File: src/pwnr_pkg.sv
// ---------------------------------------------------------------------------
// pwnr_pkg
// Fixed widths, microcode field codes, control/status structs and the
// microprogram of the particle resampling core.
// ---------------------------------------------------------------------------
package pwnr_pkg;

  // Field and accumulator widths
  localparam int PROB_W  = 16;
  localparam int LIK_W   = 16;
  localparam int RND_W   = 16;
  localparam int CFG_W   = 7;
  localparam int OIDX_W  = 6;
  localparam int WGT_W   = 32;
  localparam int TOT_W   = 38;
  localparam int LHS_W   = 60;
  localparam int RHS_W   = 45;
  localparam int FRAC_W  = 16;
  localparam int CMP_W   = RHS_W + FRAC_W;

  // 0.00001 in Q8.24, rounded down
  localparam logic [TOT_W-1:0] ZERO_THRESH = 38'd167;

  // Step counter
  localparam int STEP_W = 4;
  typedef logic [STEP_W-1:0] step_t;

  localparam step_t S_IDLE   = 4'd0;
  localparam step_t S_MULW   = 4'd1;
  localparam step_t S_STORE  = 4'd2;
  localparam step_t S_SETUP  = 4'd3;
  localparam step_t S_PREP   = 4'd4;
  localparam step_t S_ACC    = 4'd5;
  localparam step_t S_TEST   = 4'd6;
  localparam step_t S_FETCH  = 4'd7;
  localparam step_t S_EMIT   = 4'd8;
  localparam step_t S_FINISH = 4'd9;

  // Hold codes: the step stays until its condition is met
  typedef logic [1:0] hold_t;
  localparam hold_t H_NONE = 2'd0;
  localparam hold_t H_IN   = 2'd1;
  localparam hold_t H_OUT  = 2'd2;

  // Jump conditions
  typedef logic [2:0] jcond_t;
  localparam jcond_t J_NONE    = 3'd0;
  localparam jcond_t J_ALWAYS  = 3'd1;
  localparam jcond_t J_NOTLAST = 3'd2;
  localparam jcond_t J_NOWALK  = 3'd3;
  localparam jcond_t J_MORE    = 3'd4;

  typedef struct packed {
    logic   in_rdy;
    logic   mul_w;
    logic   store;
    logic   setup;
    logic   mul_lhs;
    logic   mul_prod;
    logic   acc_rhs;
    logic   test;
    logic   emit;
    logic   finish;
    hold_t  hold_on;
    jcond_t jcond;
    step_t  target;
  } ctrl_t;

  typedef struct packed {
    logic in_beat;
    logic out_free;
    logic last;
    logic walk;
    logic more;
  } status_t;

  // Microprogram: one control word per step
  function automatic ctrl_t ucode(input step_t pc);
    ctrl_t c;
    c = '0;
    unique case (pc)
      S_IDLE: begin
        c.in_rdy  = 1'b1;
        c.hold_on = H_IN;
      end
      S_MULW: begin
        c.mul_w = 1'b1;
      end
      S_STORE: begin
        c.store  = 1'b1;
        c.jcond  = J_NOTLAST;
        c.target = S_IDLE;
      end
      S_SETUP: begin
        c.setup = 1'b1;
      end
      S_PREP: begin
        c.mul_lhs  = 1'b1;
        c.mul_prod = 1'b1;
      end
      S_ACC: begin
        c.acc_rhs = 1'b1;
      end
      S_TEST: begin
        c.test   = 1'b1;
        c.jcond  = J_NOWALK;
        c.target = S_EMIT;
      end
      S_FETCH: begin
        c.mul_prod = 1'b1;
        c.jcond    = J_ALWAYS;
        c.target   = S_ACC;
      end
      S_EMIT: begin
        c.emit    = 1'b1;
        c.hold_on = H_OUT;
        c.jcond   = J_MORE;
        c.target  = S_TEST;
      end
      S_FINISH: begin
        c.finish = 1'b1;
        c.jcond  = J_ALWAYS;
        c.target = S_IDLE;
      end
      default: begin
        c.jcond  = J_ALWAYS;
        c.target = S_IDLE;
      end
    endcase
    return c;
  endfunction

endpackage

File: src/pwnr_seq.sv
// ---------------------------------------------------------------------------
// pwnr_seq
// Step counter and microcode table lookup; holds, advances or jumps on
// datapath status.
// ---------------------------------------------------------------------------
module pwnr_seq (
  input  logic               clk,
  input  logic               rst,
  input  pwnr_pkg::status_t  stat,
  output pwnr_pkg::ctrl_t    ctrl
);

  pwnr_pkg::step_t pc;
  pwnr_pkg::step_t pc_next;
  logic            go;
  logic            taken;

  assign ctrl = pwnr_pkg::ucode(pc);

  always_comb begin
    unique case (ctrl.hold_on)
      pwnr_pkg::H_NONE: go = 1'b1;
      pwnr_pkg::H_IN:   go = stat.in_beat;
      pwnr_pkg::H_OUT:  go = stat.out_free;
      default:          go = 1'b1;
    endcase
  end

  always_comb begin
    unique case (ctrl.jcond)
      pwnr_pkg::J_NONE:    taken = 1'b0;
      pwnr_pkg::J_ALWAYS:  taken = 1'b1;
      pwnr_pkg::J_NOTLAST: taken = !stat.last;
      pwnr_pkg::J_NOWALK:  taken = !stat.walk;
      pwnr_pkg::J_MORE:    taken = stat.more;
      default:             taken = 1'b0;
    endcase
  end

  always_comb begin
    if (!go) begin
      pc_next = pc;
    end else if (taken) begin
      pc_next = ctrl.target;
    end else begin
      pc_next = pc + pwnr_pkg::STEP_W'(1);
    end
  end

  always_ff @(posedge clk) begin
    if (rst) begin
      pc <= pwnr_pkg::S_IDLE;
    end else begin
      pc <= pc_next;
    end
  end

endmodule

File: config.mk
export PLATFORM = sky130hd
export DESIGN_NAME = pwnr_seq
export DESIGN_NICKNAME = d
export VERILOG_FILES = /design/src/pwnr_pkg.sv /design/src/pwnr_seq.sv
export SDC_FILE = /design/constraint.sdc
export NUM_CORES = 1
export LEC_CHECK = 0
export ABC_AREA = 1
export BUFFER_PORTS_ARGS = -buffer_cell sky130_fd_sc_hd__buf_2
export CAP_MARGIN = 0
export CORE_AREA = 4 4 43 45
export CTS_CLUSTER_SIZE = 8
export DETAILED_ROUTE_END_ITERATION = 10
export DIE_AREA = 0 0 47 49
export PLACE_DENSITY = 0.79
export REMOVE_ABC_BUFFERS = 1
export SLEW_MARGIN = 20
export SYNTH_ARGS = -nofsm -noshare
export SYNTH_HDL_FRONTEND = slang
export SYNTH_SLANG_ARGS = --single-unit
export TNS_END_PERCENT = 30
File: constraint.sdc
create_clock -name clk -period 1.9 [get_ports clk]
set_input_delay 0.095 -clock clk [delete_from_list [all_inputs] [get_ports clk]]
set_output_delay 0.095 -clock clk [all_outputs]
set_load 0.02 [all_outputs]
==> summary.txt, run 1 <==
Final Setup Violations -> 0
Min-delay src -> rst
Cell variety after synth -> 24
TritonCTS Sinks -> 4
First-pass GRT wire length -> 2600 µm
Largest registers -> pc (4)
Clk_skew -> 0.000944 ns
Leak pwr -> 0.525 nW
Largest net degree at the start of global routing -> 8
Compound-gate portion of the synthesized area -> 10.5%
Peak supply drop -> 0.000763 V
Unrepaired setup endpoints after global routing -> false
Met1 Wirelength -> 677 µm
Status -> finished, final reports clean
Actual slew at the worst max-slew pin -> 0.296 ns
Clk Latency, worst-skew pair -> 0.23 ns
Global Route Usage Sum -> 15.1%
Routed vias -> 649
DRC viols -> 0
Post-synth top flop -> dfxtp_1
Fin. max-slew vios -> 0
Final net count -> 139
Switch share -> 55.4%
Worst hold path class -> primary input to flip-flop
Tcrit/Tclk final -> 93.4%
R2R depth -> 12
Area grow syn2layout -> 39.8%
Most flop-heavy register -> pc
Initial drt markers -> 4
Root buffer cell -> clkbuf_4
1st-pass router iterations -> 3
Syn Area/Cell -> 6.33 µm²
Cts hold-fix bufs -> 0
Antenna violations before repair -> 0
PortBufs -> 25
Crit-path max FO -> 4
I/O Pins -> 26
Synth area leader -> ha_1
# H-tree levels -> 1
Sequential share of the synthesized area -> 14.1%
Num CTS Buffers -> 3
Multiplexer area fraction after synthesis -> 0%
Number of global-route vias before repair -> 619
Slew margin rel. -> 80.0%
CTS tree -> yes
Adder-cell share of the synthesized area -> 15.4%
Final RePlAce weighted congestion -> 0.823
DIE AREA -> 0.00230 mm²
Arr. time, crit path -> 1.90 ns
Wire per inst -> 11.6 µm
Hold Crit Depth -> 2
Grt ovf -> 0
Placed wire-length estimate -> 1290 µm
Crit. End Element -> flip-flop
Most common cell in the netlist -> inv_1
Floorplan row count -> 14
Vias per inst -> 4.67
Syn Inst Count -> 90
Fmax -> 0.564 GHz
FFs w/ async S/R, synth -> 0%
DP Area -> 741 µm²
Initial Utilization -> 38.7%
Vert. Die Dim -> 49 µm
Worst r2r src -> pc[0]
Hold Vio Cnt, Final -> 0
Post-synth top cells -> inv_1 (20), nand2_1 (12), nor2_1 (11)
Post-Synth XOR/XNOR Area -> 3.08%
Yosys top cell area share -> 15.4%
Reg clk slew, reported paths -> 0.04 ns
# fillers -> 137
Startpoint types -> flip-flop
Top post-synthesis cells by area -> ha_1 (15%), dfxtp_1 (14%), inv_1 (13%), nand2_1 (7.9%), nor2_1 (7.3%)
PD cells -> 1670 mW/mm²
P_sw -> 0.735 mW
Comb pwr share -> 82.3%
Seq pwr share -> 9.9%
Post-route design area -> 796 µm²
Setup_tns -> 0 ns
Core footprint -> 0.00147 mm²
Met3 WL -> 79 µm
Tmin final -> 1.77 ns
Setup Crit Path Kind -> flip-flop to flip-flop
N_diodes -> 0
Yosys warnings -> 0
Launch point of the worst path -> pc[0]
Highest metal used -> met4
Yosys reg bits -> 4
Simple-Gate Fraction of Synth Area -> 38.0%
CTS Buffer Depth -> 2
Largest register FFs -> 4
Share of cells above drive strength 1 -> 45.5%
Antenna Nets Post-Route -> 0
Worst EP required -> 2.02 ns
Die width -> 47 µm
Post-Route WL -> 1620 µm
Largest family of logic cells by synthesized area -> simple AND/OR/NAND/NOR gates
Post-Syn Area -> 569 µm²
EDFF count, synth -> 0
Pint -> 0.593 mW
Clock power frac -> 7.8%
Max-cap violations -> 0
DR WL met2 -> 847 µm
## placed cells by master (no fill, tap or decap)
cell | Yosys | layout
buf_4 | 1 | 7
a21oi_1 | 5 | 5
a21oi_2 | 1 | 1
ha_4 | 0 | 1
nor2_1 | 11 | 9
dfxtp_1 | 4 | 4
o21ai_1 | 1 | 1
ha_1 | 7 | 6
nor3_1 | 1 | 1
inv_4 | 1 | 1
nand2_1 | 12 | 12
nand3_4 | 1 | 2
nor2_2 | 3 | 5
nand3_2 | 2 | 1
clkbuf_4 | 0 | 3
a22o_1 | 1 | 1
nand2_2 | 4 | 4
buf_2 | 0 | 25
inv_1 | 20 | 17
o21bai_1 | 1 | 1
o21ai_0 | 1 | 1
nand4_1 | 2 | 2
inv_2 | 2 | 5
xor2_1 | 2 | 2
or2_2 | 1 | 1
nand3_1 | 5 | 5
## logic make-up after synthesis
family,after synthesis
buf+inv,25
xor+xnor,2
simple gates,42
flops,4
fa+ha+maj,7
compound gates,10
## through the flow
step                      total power, mW  setup WS [ns]  instances  utilization [%]  hold slack [ns]
after floorplan                     0.820         -0.262         88                -            0.157
after global placement               1.11          0.113        135             50.3            0.302
after detailed placement             1.14       -0.00155        135             50.3            0.306
after CTS                            1.27        0.00137        138             52.0           0.0580
after global routing                 1.45        0.00580        139             54.1           0.0692
final                                1.33          0.126        139             54.1           0.0668
## final timing paths
check,endpoint,slack (ns)
hold reg to reg,pc[2],0.63
setup reg to reg,pc[0],0.13
hold / removal,pc[1],0.07
setup / recovery,pc[0],0.13
## routing by layer
layer | vias to the layer above | track usage (%)
li1 | 345 | -
met1 | 287 | 17.6
met2 | 15 | 26.2
met3 | 2 | 3.32
met4 | 0 | 4.15
met5 | - | 0
## cell type report
| class | count | area (µm²) | share of cell area, % |
|---|---|---|---|
| tap | 16 | 20.0 | 2.52 |
| sequential | 4 | 80.1 | 10.1 |
| multi-input combinational | 61 | 407 | 51.1 |
| inverter | 23 | 88.8 | 11.2 |
| timing repair buffer | 32 | 178 | 22.3 |
| clock buffer | 3 | 22.5 | 2.83 |
## critical path: stages, from the launching register on
cell and delay [ns]:
dfxtp_1 0.31, inv_2 0.09, ha_4 0.16, inv_1 0.06
nor2_2 0.13, inv_2 0.06, ha_1 0.19, a22o_1 0.22
nor2_2 0.12, buf_4 0.13, a21oi_1 0.05, o21ai_1 0.08
inv_1 0.05
## power groups by stage
stage	clock network (mW)	logic, mW	registers, mW
floorplan	0	0.666	0.154
global placement	0	0.982	0.130
detailed placement	0	1.01	0.131
CTS	0.109	1.03	0.130
global route	0.116	1.20	0.135
finish	0.104	1.09	0.132
## timing repair
action / CTS / global route
resized for setup: 1 / 7
cloned: 0 / 0
pin swaps: 0 / 2
setup buffers: 0 / 1
endpoints found under the setup margin: 1 / 4
Power figures use the tool's default switching activity.
==> run 2, diff against run 1 <==
RECOVER_POWER = 100   (was not set)
==> summary.txt, run 2 (same netlist as run 1, synthesis figures left out) <==
Status -> finished, final reports clean (unchanged)
Comb pwr share -> 81.9% (was 82.3%)
Unrepaired setup endpoints after global routing -> false (unchanged)
Setup Crit Path Kind -> flip-flop to flip-flop (unchanged)
CTS Buffer Depth -> 2 (unchanged)
Area grow syn2layout -> 35.6% (was 39.8%)
Arr. time, crit path -> 1.90 ns (about the same)
# fillers -> 153 (was 137)
Wire per inst -> 11.7 µm (was 11.6 µm)
Tcrit/Tclk final -> 93.3% (was 93.4%)
Place WS -> -0.00155 ns (unchanged)
Slew margin rel. -> 80.4% (was 80.0%)
Root buffer cell -> clkbuf_4 (unchanged)
Max-cap violations -> 0 (unchanged)
TritonCTS Sinks -> 4 (unchanged)
Clk_skew -> 0.000944 ns (unchanged)
# H-tree levels -> 1 (unchanged)
Peak supply drop -> 0.000754 V (was 0.000763 V)
DRC viols -> 0 (unchanged)
Startpoint types -> flip-flop (unchanged)
GR Util met2 -> 26.2% (unchanged)
FF-to-FF setup slack -> 0.13 ns (about the same)
Antenna violations before repair -> 0 (unchanged)
Actual slew at the worst max-slew pin -> 0.291 ns (was 0.296 ns)
1st-pass router iterations -> 3 (unchanged)
P_sw -> 0.740 mW (was 0.735 mW)
I/O Pins -> 26 (unchanged)
Routed vias -> 652 (was 649)
Crit. End Element -> flip-flop (unchanged)
Clock power frac -> 8.0% (was 7.8%)
Final net count -> 139 (unchanged)
Leak pwr -> 0.447 nW (was 0.525 nW)
Grt ovf -> 0 (unchanged)
CTS tree -> yes (unchanged)
Worst EP required -> 2.02 ns (about the same)
Reg clk slew, reported paths -> 0.04 ns (about the same)
Total power -> 1.30 mW (was 1.33 mW)
Seq pwr share -> 10.1% (was 9.9%)
Initial Utilization -> 38.7% (unchanged)
Met1 Use GR -> 17.6% (unchanged)
Area of the multi-input gates -> 407 µm² (unchanged)
Global Route Usage Sum -> 15.1% (unchanged)
Hold Vio Cnt, Final -> 0 (unchanged)
Crit-path max FO -> 4 (unchanged)
Pint -> 0.562 mW (was 0.593 mW)
Initial drt markers -> 5 (was 4)
GRT busiest layer -> met2 (unchanged)
Vias per inst -> 4.69 (was 4.67)
Num CTS Buffers -> 3 (unchanged)
Vert. Die Dim -> 49 µm (unchanged)
Fin. max-slew vios -> 0 (unchanged)
Share of cells above drive strength 1 -> 30.1% (was 45.5%)
Die width -> 47 µm (unchanged)
Setup_tns -> 0 ns (unchanged)
Most flop-heavy register -> pc (unchanged)
Final setup margin -> 0.127 ns (was 0.126 ns)
Clk Latency, worst-skew pair -> 0.23 ns (about the same)
Worst hold path class -> primary input to flip-flop (unchanged)
Post-Route WL -> 1630 µm (was 1620 µm)
Tmin final -> 1.77 ns (about the same)
Largest register FFs -> 4 (unchanged)
Most frequent cells in the layout -> clkbuf_1 (19), inv_1 (17), nand2_1 (12), nor2_1 (9), buf_4 (7) (was buf_2 (25), inv_1 (17), nand2_1 (12), nor2_1 (9), buf_4 (7))
Storage element area -> 80.1 µm² (unchanged)
Final RePlAce weighted congestion -> 0.823 (unchanged)
N_diodes -> 0 (unchanged)
Fmax -> 0.564 GHz (about the same)
Antenna Nets Post-Route -> 0 (unchanged)
GR Layer Usage met3 -> 3.32% (unchanged)
Floorplan row count -> 14 (unchanged)
Hold WS -> 0.0668 ns (unchanged)
PortBufs -> 25 (unchanged)
PD cells -> 1690 mW/mm² (was 1670 mW/mm²)
Most common cell after layout, fill and taps aside -> clkbuf_1 (was buf_2)
Core footprint -> 0.00147 mm² (unchanged)
First-pass GRT wire length -> 2600 µm (unchanged)
Largest net degree at the start of global routing -> 8 (unchanged)
Placed wire-length estimate -> 1290 µm (unchanged)
Switch share -> 56.8% (was 55.4%)
DIE AREA -> 0.00230 mm² (unchanged)
Largest registers -> pc (4) (unchanged)
Final core utilization -> 52.5% (was 54.1%)
Final Setup Violations -> 0 (unchanged)
Number of global-route vias before repair -> 619 (unchanged)
run 2: what timing repair did:
item,4_1_cts,5_1_grt
pin swaps,0,2
resized for setup,1,7
setup buffers,0,1
setup endpoints to repair,1,4
hold buffers,0,0
run 2: metrics by stage:
step / area (µm²) / cells
final: 772 / 139
after global routing: 772 / 139
after CTS: 766 / 138
after detailed placement: 741 / 135
after global placement: 741 / 135
after floorplan: 551 / 88
run 2: power by group through the flow:
stage               registers, mW  clock network, mW  logic [mW]
floorplan                   0.154                  0       0.666
global placement            0.130                  0       0.982
detailed placement          0.131                  0        1.01
CTS                         0.130              0.109        1.03
global route                0.135              0.116        1.17
finish                      0.132              0.104        1.07
run 2: metal layers:
layer	share of wire [%]	up-vias	wire length, µm
li1	-	347	-
met1	43	288	695
met2	52	15	846
met3	4.7	2	77
met4	0.80	0	13
met5	0	-	0
run 2: final timing paths:
path	start	to	depth (start not counted)
worst max register to register	pc[0]	pc[0]	12
worst max-delay path	pc[0]	pc[0]	12
worst min register to register	pc[2]	pc[2]	4
worst min-delay path	rst	pc[1]	2
run 2: area by class of cell:
class	count	share of cell area (%)
clock buffer	3	2.92
inverter	23	11.5
multi-input combinational	61	52.7
sequential	4	10.4
tap	16	2.59
timing repair buffer	32	19.9
run 2: worst max-delay path, stage by stage, from the launching register on:
cell and delay (ns):
dfxtp_1 0.31, inv_2 0.09, ha_4 0.16, inv_1 0.06, nor2_2 0.13, inv_2 0.06
ha_1 0.19, a22o_1 0.22, nor2_2 0.12, buf_4 0.13, a21oi_1 0.05, o21ai_1 0.08
inv_1 0.05
==> run 3, diff against run 2 <==
PLACE_DENSITY = 0.7   (was 0.79)
SETUP_SLACK_MARGIN = 0.5   (was not set)
==> summary.txt, run 3 (same netlist as run 1, synthesis figures left out) <==
Status -> finished, final reports clean (unchanged)
Final Setup Violations -> 0 (unchanged)
Initial Utilization -> 38.7% (unchanged)
Startpoint types -> flip-flop (unchanged)
Antenna violations before repair -> 0 (unchanged)
Final net count -> 144 (was 139)
Place WS -> 0.00262 ns (was -0.00155 ns)
# fillers -> 163 (was 153)
I/O Pins -> 26 (unchanged)
Number of global-route vias before repair -> 648 (was 619)
Actual slew at the worst max-slew pin -> 0.317 ns (was 0.291 ns)
Antenna Nets Post-Route -> 0 (unchanged)
R2R depth -> 12 (unchanged)
Largest net degree at the start of global routing -> 8 (unchanged)
Tcrit/Tclk final -> 90.6% (was 93.3%)
Global Route Usage Sum -> 16.9% (was 15.1%)
Most frequent cells in the layout -> inv_1 (14), clkbuf_1 (13), nand2_1 (11), buf_2 (11), buf_4 (11) (was clkbuf_1 (19), inv_1 (17), nand2_1 (12), nor2_1 (9), buf_4 (7))
Hold Vio Cnt, Final -> 0 (unchanged)
Largest registers -> pc (4) (unchanged)
Tmin final -> 1.72 ns (was 1.77 ns)
First-pass GRT wire length -> 2930 µm (was 2600 µm)
Max-cap violations -> 0 (unchanged)
TritonCTS Sinks -> 4 (unchanged)
Worst r2r src -> pc[0] (unchanged)
Share of cells above drive strength 1 -> 50.0% (was 30.1%)
Storage element area -> 82.6 µm² (was 80.1 µm²)
Post-Route WL -> 1870 µm (was 1630 µm)
Area of the multi-input gates -> 494 µm² (was 407 µm²)
Worst EP required -> 2.02 ns (about the same)
Final setup margin -> 0.179 ns (was 0.127 ns)
Core footprint -> 0.00147 mm² (unchanged)
Die width -> 47 µm (unchanged)
Post-route design area -> 920 µm² (was 772 µm²)
Crit. End Element -> flip-flop (unchanged)
Final RePlAce weighted congestion -> 0.797 (was 0.823)
Peak supply drop -> 0.000974 V (was 0.000754 V)
Clk Latency, worst-skew pair -> 0.23 ns (about the same)
Placed wire-length estimate -> 1270 µm (was 1290 µm)
Hold Crit Depth -> 2 (unchanged)
Most common cell after layout, fill and taps aside -> inv_1 (was clkbuf_1)
Vias per inst -> 4.74 (was 4.69)
Vert. Die Dim -> 49 µm (unchanged)
PD cells -> 1720 mW/mm² (was 1690 mW/mm²)
CTS tree -> yes (unchanged)
PortBufs -> 25 (unchanged)
Fin. max-slew vios -> 0 (unchanged)
Hold Path Sink -> pc[1] (unchanged)
Cts hold-fix bufs -> 0 (unchanged)
Crit-path max FO -> 5 (was 4)
DIE AREA -> 0.00230 mm² (unchanged)
1st-pass router iterations -> 4 (was 3)
Area grow syn2layout -> 61.5% (was 35.6%)
Grt ovf -> 0 (unchanged)
Slew margin rel. -> 78.7% (was 80.4%)
Num CTS Buffers -> 3 (unchanged)
Wire per inst -> 13.0 µm (was 11.7 µm)
Fmax -> 0.581 GHz (was 0.564 GHz)
Routed vias -> 682 (was 652)
N_diodes -> 0 (unchanged)
Leak pwr -> 0.503 nW (was 0.447 nW)
CTS Buffer Depth -> 2 (unchanged)
Largest register FFs -> 4 (unchanged)
Arr. time, crit path -> 1.84 ns (was 1.90 ns)
Floorplan row count -> 14 (unchanged)
Worst hold path class -> primary input to flip-flop (unchanged)
FF-to-FF setup slack -> 0.18 ns (was 0.13 ns)
Initial drt markers -> 4 (was 5)
Min-delay src -> rst (unchanged)
DP Area -> 748 µm² (was 741 µm²)
Reg clk slew, reported paths -> 0.04 ns (about the same)
Most flop-heavy register -> pc (unchanged)
Root buffer cell -> clkbuf_4 (unchanged)
Unrepaired setup endpoints after global routing -> true (was false)
Clk_skew -> 0.000492 ns (was 0.000944 ns)
# H-tree levels -> 1 (unchanged)
Setup Crit Path Kind -> flip-flop to flip-flop (unchanged)
DRC viols -> 0 (unchanged)
Reg2reg end -> pc[0] (unchanged)
-- run 3: cell count changes in the layout (fill, tap and decap cells not counted), moves of 3 or more --
cell      delta
buf_4        +4
ha_4         +3
clkbuf_1     -6
buf_2        +5
ha_1         -3
nor2_1       -3
inv_1        -3
-- run 3: cell type report --
class / count / share of cell area [%]
Clock buffer: 3 / 2.45
Tap cell: 16 / 2.18
Inverter: 23 / 9.93
Multi-Input combinational cell: 61 / 53.7
Sequential cell: 4 / 8.98
Timing Repair Buffer: 37 / 22.7
-- run 3: how the worst max path moves through the flow --
| stage | slack [ns] | startpoint | end |
|---|---|---|---|
| after floorplan | -0.26 | pc[0] | pc[3] |
| after global placement | 0.07 | pc[0] | pc[0] |
| after detailed placement | 0.003 | pc[0] | pc[0] |
| after CTS | 0.25 | pc[1] | pc[0] |
| after global routing | 0.05 | pc[0] | pc[0] |
| final | 0.18 | pc[0] | pc[0] |
-- run 3: timing repair --
action | in CTS | in global routing
pin swaps | 7 | 7
setup buffers | 4 | 1
resized for setup | 26 | 12
setup endpoints to repair | 11 | 17
-- run 3: through the flow --
step | power, mW | util [%] | hold WS [ns] | setup TNS, ns | cells
after floorplan | 0.820 | - | 0.157 | -0.903 | 88
after global placement | 1.12 | 50.9 | 0.302 | 0 | 136
after detailed placement | 1.13 | 50.9 | 0.306 | 0 | 136
after CTS | 1.49 | 60.7 | 0.0572 | 0 | 143
after global routing | 1.72 | 62.5 | 0.0667 | 0 | 144
final | 1.58 | 62.5 | 0.0671 | 0 | 144
-- run 3: where the power goes --
group          switching, mW  internal, mW  total (mW)
Sequential            0.0190         0.117       0.136
Combinational          0.803         0.535        1.34
Clock                 0.0340        0.0706       0.105
Total                  0.856         0.723        1.58
-- run 3: critical path, cell delays in order, from the launching register on --
cell     delay, ns
dfxtp_2       0.31
buf_4         0.14
ha_1          0.25
inv_1         0.11
nor2_1        0.10
nor2_2        0.13
nand2_2       0.08
nand2_4       0.08
nand3_4       0.10
nand2_1       0.08
nand2_1       0.05
o21ai_1       0.13
inv_1         0.05
-- run 3: routing by layer --
layer / global-route usage (%) / wire (µm) / up-vias
met5: 0 / 0 / -
li1: - / - / 353
met3: 1.48 / 144 / 2
met2: 29.2 / 958 / 24
met4: 5.99 / 8 / 0
met1: 20.7 / 754 / 303
